File: src/design/ipt_pkg.sv
// ----------------------------------------------------------------------------
// ipt_pkg
// Types, sizes and helpers of the inverted page table.
// ----------------------------------------------------------------------------
package ipt_pkg;

	localparam int FRAMES     = 64;
	localparam int SLOT_BITS  = $clog2(FRAMES);
	localparam int FRAME_BITS = 6;
	localparam int PID_BITS   = 16;
	localparam int VPN_BITS   = 20;

	typedef enum logic {
		CMD_INSERT = 1'b0,
		CMD_LOOKUP = 1'b1
	} cmd_t;

	typedef logic [FRAMES-1:0] slot_vec_t;

	typedef struct packed {
		cmd_t                  cmd;
		logic [FRAME_BITS-1:0] frame_index;
		logic [PID_BITS-1:0]   process_id;
		logic [VPN_BITS-1:0]   page_number;
		logic                  dirty_in;
	} req_t;

	typedef struct packed {
		logic                  hit;
		logic [FRAME_BITS-1:0] hit_frame;
		logic                  table_full;
		logic [FRAME_BITS-1:0] first_free;
	} rsp_t;

	typedef struct packed {
		logic                 wr;
		logic                 lookup;
		logic [SLOT_BITS-1:0] slot;
		logic [PID_BITS-1:0]  pid;
		logic [VPN_BITS-1:0]  vpn;
		logic                 dirty;
	} op_t;

	function automatic logic [SLOT_BITS-1:0] lowest_set(slot_vec_t v);
		logic [SLOT_BITS-1:0] idx;
		idx = '0;
		for (int i = FRAMES - 1; i >= 0; i--) begin
			if (v[i]) begin
				idx = SLOT_BITS'(i);
			end
		end
		return idx;
	endfunction

endpackage

File: src/design/inverted_page_table_core.sv
// ----------------------------------------------------------------------------
// inverted_page_table_core
// Inverted page table: insert entries per frame, look up process and page.
//
//   channel  | direction | beat
//   ---------+-----------+---------------------------------------------
//   req      | in        | cmd, frame_index, process_id, page_number, dirty_in
//   rsp      | out       | hit, hit_frame, table_full, first_free
//
// One beat per cycle sustained while rsp_ready is held high; a request passes a
// queue slot, a parallel compare of all frames and a priority encode into rsp.
// The two-entry queue keeps taking requests while a response stalls, until full.
// Reset clears all valid marks at once; no clearing pass.
// ----------------------------------------------------------------------------
module inverted_page_table_core import ipt_pkg::*; (
	input  logic clk,
	input  logic arst_n,
	input  logic req_valid,
	output logic req_ready,
	input  req_t req,
	output logic rsp_valid,
	input  logic rsp_ready,
	output rsp_t rsp
);

	logic op_valid;
	logic op_ready;
	op_t  op;

	ipt_front u_front (
		.clk       (clk),
		.arst_n    (arst_n),
		.req_valid (req_valid),
		.req_ready (req_ready),
		.req       (req),
		.op_valid  (op_valid),
		.op_ready  (op_ready),
		.op        (op)
	);

	ipt_back u_back (
		.clk       (clk),
		.arst_n    (arst_n),
		.op_valid  (op_valid),
		.op_ready  (op_ready),
		.op        (op),
		.rsp_valid (rsp_valid),
		.rsp_ready (rsp_ready),
		.rsp       (rsp)
	);

endmodule

File: src/design/ipt_front.sv
// ----------------------------------------------------------------------------
// ipt_front
// Accepts request beats, decodes them into table operations and queues them.
// ----------------------------------------------------------------------------
module ipt_front import ipt_pkg::*; (
	input  logic clk,
	input  logic arst_n,
	input  logic req_valid,
	output logic req_ready,
	input  req_t req,
	output logic op_valid,
	input  logic op_ready,
	output op_t  op
);

	localparam logic [1:0] DEPTH = 2'd2;

	op_t        fifo_q [2];
	logic       wr_ptr_q;
	logic       rd_ptr_q;
	logic [1:0] count_q;
	op_t        op_in;
	logic       push;
	logic       pop;

	always_comb begin
		op_in.wr     = (req.cmd == CMD_INSERT) && (32'(req.frame_index) < FRAMES);
		op_in.lookup = (req.cmd == CMD_LOOKUP);
		op_in.slot   = SLOT_BITS'(req.frame_index);
		op_in.pid    = req.process_id;
		op_in.vpn    = req.page_number;
		op_in.dirty  = req.dirty_in;
	end

	assign req_ready = (count_q != DEPTH);
	assign op_valid  = (count_q != 2'd0);
	assign op        = fifo_q[rd_ptr_q];
	assign push      = req_valid && req_ready;
	assign pop       = op_valid && op_ready;

	always_ff @(posedge clk or negedge arst_n) begin
		if (!arst_n) begin
			wr_ptr_q <= 1'b0;
			rd_ptr_q <= 1'b0;
			count_q  <= 2'd0;
		end else begin
			if (push) begin
				wr_ptr_q <= ~wr_ptr_q;
			end
			if (pop) begin
				rd_ptr_q <= ~rd_ptr_q;
			end
			if (push && !pop) begin
				count_q <= count_q + 2'd1;
			end else if (pop && !push) begin
				count_q <= count_q - 2'd1;
			end
		end
	end

	always_ff @(posedge clk) begin
		if (push) begin
			fifo_q[wr_ptr_q] <= op_in;
		end
	end

endmodule

File: src/design/ipt_back.sv
// ----------------------------------------------------------------------------
// ipt_back
// Holds the frame table, matches all entries in parallel, encodes the lowest
// match and lowest free frame, and holds the response beat.
// ----------------------------------------------------------------------------
module ipt_back import ipt_pkg::*; (
	input  logic clk,
	input  logic arst_n,
	input  logic op_valid,
	output logic op_ready,
	input  op_t  op,
	output logic rsp_valid,
	input  logic rsp_ready,
	output rsp_t rsp
);

	slot_vec_t           valid_q;
	logic [PID_BITS-1:0] pid_q   [FRAMES];
	logic [VPN_BITS-1:0] vpn_q   [FRAMES];
	logic                dirty_q [FRAMES];

	logic      busy_s2;
	slot_vec_t match_s2;
	slot_vec_t occ_s2;
	logic      rsp_valid_q;
	rsp_t      rsp_q;

	slot_vec_t match;
	slot_vec_t occ_next;
	rsp_t      rsp_d;
	logic      take;
	logic      s2_go;

	assign s2_go    = busy_s2 && (!rsp_valid_q || rsp_ready);
	assign op_ready = !busy_s2 || s2_go;
	assign take     = op_valid && op_ready;

	always_comb begin
		for (int f = 0; f < FRAMES; f++) begin
			match[f] = op.lookup && valid_q[f] && (pid_q[f] == op.pid) && (vpn_q[f] == op.vpn);
		end
		occ_next = valid_q | (op.wr ? (slot_vec_t'(1) << op.slot) : '0);
	end

	always_comb begin
		rsp_d.hit        = |match_s2;
		rsp_d.hit_frame  = FRAME_BITS'(lowest_set(match_s2));
		rsp_d.table_full = &occ_s2;
		rsp_d.first_free = FRAME_BITS'(lowest_set(~occ_s2));
	end

	always_ff @(posedge clk or negedge arst_n) begin
		if (!arst_n) begin
			valid_q     <= '0;
			busy_s2     <= 1'b0;
			rsp_valid_q <= 1'b0;
		end else begin
			if (take && op.wr) begin
				valid_q[op.slot] <= 1'b1;
			end
			if (take) begin
				busy_s2 <= 1'b1;
			end else if (s2_go) begin
				busy_s2 <= 1'b0;
			end
			if (s2_go) begin
				rsp_valid_q <= 1'b1;
			end else if (rsp_ready) begin
				rsp_valid_q <= 1'b0;
			end
		end
	end

	always_ff @(posedge clk) begin
		if (take && op.wr) begin
			pid_q[op.slot]   <= op.pid;
			vpn_q[op.slot]   <= op.vpn;
			dirty_q[op.slot] <= op.dirty;
		end
		if (take) begin
			match_s2 <= match;
			occ_s2   <= occ_next;
		end
		if (s2_go) begin
			rsp_q <= rsp_d;
		end
	end

	assign rsp_valid = rsp_valid_q;
	assign rsp       = rsp_q;

endmodule

File: config.mk
export PLATFORM = sky130hd
export DESIGN_NAME = inverted_page_table_core
export DESIGN_NICKNAME = d
export VERILOG_FILES = /design/src/design/ipt_pkg.sv /design/src/design/inverted_page_table_core.sv /design/src/design/ipt_front.sv /design/src/design/ipt_back.sv
export SDC_FILE = /design/constraint.sdc
export NUM_CORES = 2
export LEC_CHECK = 0
export ABC_CLOCK_PERIOD_IN_PS = 13500
export BUFFER_PORTS_ARGS = -buffer_cell sky130_fd_sc_hd__buf_2
export CORE_AREA = 2 2 448 450
export CTS_BUF_LIST = sky130_fd_sc_hd__clkbuf_16
export CTS_CLUSTER_DIAMETER = 40
export DETAILED_ROUTE_END_ITERATION = 8
export DIE_AREA = 0 0 450 452
export GPL_TIMING_DRIVEN = 1
export PLACE_DENSITY = 0.74
export REMOVE_ABC_BUFFERS = 1
export SLEW_MARGIN = 15
export SYNTH_ARGS = -nofsm -noshare
export SYNTH_HDL_FRONTEND = slang
export SYNTH_SLANG_ARGS = --single-unit
File: constraint.sdc
create_clock -name clk -period 13.5 [get_ports clk]
set_clock_uncertainty 0.05 [all_clocks]
set_input_delay 0.675 -clock clk [delete_from_list [all_inputs] [get_ports clk]]
set_output_delay 0.675 -clock clk [all_outputs]
set_load 0.1 [all_outputs]
==> out/results.ini <==
[sta]
post-route-period-util=0.4100
fin_setup_tns_ns=0
setup_ws_ns=7.965
maxSlewViolCount=0
fmax_ghz=0.1807
hold_ws_ns=0.06466
tightest_slew_ns=1.303
period_needed_ns=5.535
hold_viol=0
setup_viol_count_final=0
max_slew_margin=0.1314
rsz0062_at_grt=false

[clock_network]
clock-sinks=2604
path_clk_slew_ns=0.06
cts_inserted_buffers=337
root_buffer=clkbuf_16
postCtsSetupBuffers=0
h-tree-depth=5
cts_buffer_depth=4
clock_latency_ns=0.97
cts_tree=yes

[die]
die_x_um=450
die_h_um=452
placementRows=164
start_util=0.5481
io_pins=64
core-area_sq_um=198600
die-area_sq_um=203400

[final_layout]
area_growth_pct=13.97
drive_gt1_frac=0.1330
multiInputGateArea_sq_um=29550
regArea_sq_um=77850
nFillCells=13950
nets=7043

[detailed_routing]
drt-pass1-iter-count=6
ant_nets=0
drt-initial-drc-count=12060
num_vias=65300
wl_per_cell_um=36.13
drc=0
avgViaCountPerCell=6.585
wl_um=358300

[grt]
grt_first_pass_wirelength_um=486700
grt_pass1_vias=61680
antenna_found_initial=42
grtUsageTotal=0.3471
grt-ovfl-total=0
grt_max_degree=55

[setup_path]
cp-start-kind=flop
crit_type=flop to flop
critical_path_buf_inv_count=4
cp_data_required_time_ns=14.09
crit_fanout=33
critPathArrivalTime_ns=6.13
crit_chain=buf_4 > mux2i_4 > buf_4 > buf_4 > buf_4 > xnor2_1 > nor4_1 > nand4_1 > nor3_1
path_common_cell=buf_4
cpMaxStageDelayCell=buf_4
path_delay_family=buffers and inverters
endpoint_kind=flop
slowest_delay_ns=0.81

[logic_synthesis]
yosys.area.top_type_share=0.6990
yosys-top-cells-area=edfxtp_1 70%, xnor2_1 17%, nor4_1 2.9%
synth_seq_area_share=0.7151
synthArstFlopShare=0.02688
ys_types=60
syn_avg_cell_area_sq_um=16.35
yosysWarnings=0
yosysTopAreaCell=edfxtp_1
synth_ff_type=edfxtp_1
synth_seq_cells=2604
synth_edf_count=2534
synth_area_sq_um=108900
synth_cells=6660

[power_and_ir_drop]
ir_drop_mv=0.2921
total_power_mw=29.39
p_leak_nw=37.85
p_per_area_nw_per_um2=236.9

[run_status]
status=completed

[run]
timing.max_cap.violations=0

[placed_design]
preCtsSetupSlack_ns=8.197
hpwlAfterDp_um=180700
gp_congestion=1.016
portBuffers=62

[hold_path]
holdCritPathClass=primary input to flop

## layout make-up
class	instances	area share
inverters	71	0.002975
diodes	12	0.0002420
repair buffers	274	0.01797
flip-flops and latches	2604	0.6275
multi-input cells	3706	0.2382
clock buffers	345	0.06959
clock inverters	249	0.01676
well taps	2656	0.02679
## report_power, final
group | switching (mW) | leakage, nW | internal, mW
logic | 7.34 | 8.62 | 2.61
clock network | 3.54 | 5.33 | 5.05
registers | 0.501 | 23.9 | 10.4
## repair_timing
action,CTS,global route
hold endpoints to repair,105,0
hold buffers,45,0
gates resized for setup,0,0
## per-layer routing
layer / GRT usage / vias to the layer above / part of all wire
met3: 0.07384 / 1127 / 0.15
met5: 0 / - / 0.00019
li1: - / 25320 / -
met4: 0.1684 / 10 / 0.056
met1: 0.4696 / 33070 / 0.34
met2: 0.5387 / 5774 / 0.45
## tightest hold or removal path, stage by stage
cell,delay (ns)
buf_2,0.10
nand2_1,0.16
xnor2_1,0.09
## layout by cell type (no fill, tap or decap), types with 69 or more instances in the layout
cell,netlist,layout
nor3_1,133,133
clkbuf_16,0,345
dfrtp_1,70,69
inv_1,71,77
nor4_1,506,506
nand4_1,228,228
xnor2_1,2098,2098
xor2_1,201,201
edfxtp_1,2534,2534
buf_4,152,151
## cell usage after synthesis (all sizes together), types with 5 or more instances
cell type and n:
or4 5, buf 274, nor2b 7, clkbuf 5, inv 71, o21bai 42
and4 5, o211ai 7, a21oi 29, a2111oi 6, nand4 228, nor3 139
a31oi 6, o21ai 36, edfxtp 2534, nand2b 7, mux2i 37, nor2 114
or2 57, xnor2 2098, nand3 24, xor2 201, a211oi 5, nand2 65
and3 5, a21o 34, dfrtp 70, nor4 506
## registers in the layout, indices dropped and copies added (netlist names), 2 cells and up
register         flops
u_back.occ_s2       64
u_back.pid_q      1024
u_back.match_s2     64
u_back.rsp          14
u_front.count_q      2
u_front.fifo_q      88
u_back.vpn_q      1280
u_back.valid_q      64
## through the flow
stage | util | instances | area [sq um]
floorplan | - | 6381 | 106800
global placement | 0.5683 | 9266 | 112900
detailed placement | 0.5683 | 9266 | 112900
CTS | 0.6245 | 9905 | 124000
global route | 0.6245 | 9906 | 124000
finish | 0.6246 | 9917 | 124100
## worst paths after layout
kind	startpoint	to	slack, ns	cells after the start
hold / removal	req_valid	u_front.wr_ptr_q$_DFFE_PN0P_	0.06	3
setup / recovery	u_front.rd_ptr_q$_DFFE_PN0P_	u_back.match_s2[34]$_DFFE_PP_	7.96	9
max in group asynchronous	arst_n	u_back.valid_q[62]$_DFFE_PN0P_	11.44	4
hold reg to reg	u_front.count_q[1]$_DFFE_PN0P_	u_front.count_q[1]$_DFFE_PN0P_	0.45	1
min in group asynchronous	arst_n	u_back.valid_q[53]$_DFFE_PN0P_	0.20	2
setup reg to reg	u_front.rd_ptr_q$_DFFE_PN0P_	u_back.match_s2[34]$_DFFE_PP_	7.96	9
## cell families after synthesis
kind of cell | after synthesis | synth area share
buffers and inverters | 350 | 0.02138
and+or+nand+nor | 1167 | 0.06157
AOI/OAI and AO/OA | 200 | 0.01275
muxes | 39 | 0.004161
adders and majority gates | 1 | 0.0001149
xor gates and xnor gates | 2299 | 0.1850
DFF | 2604 | 0.7151
Note: power is estimated with default switching activity, not from simulation.
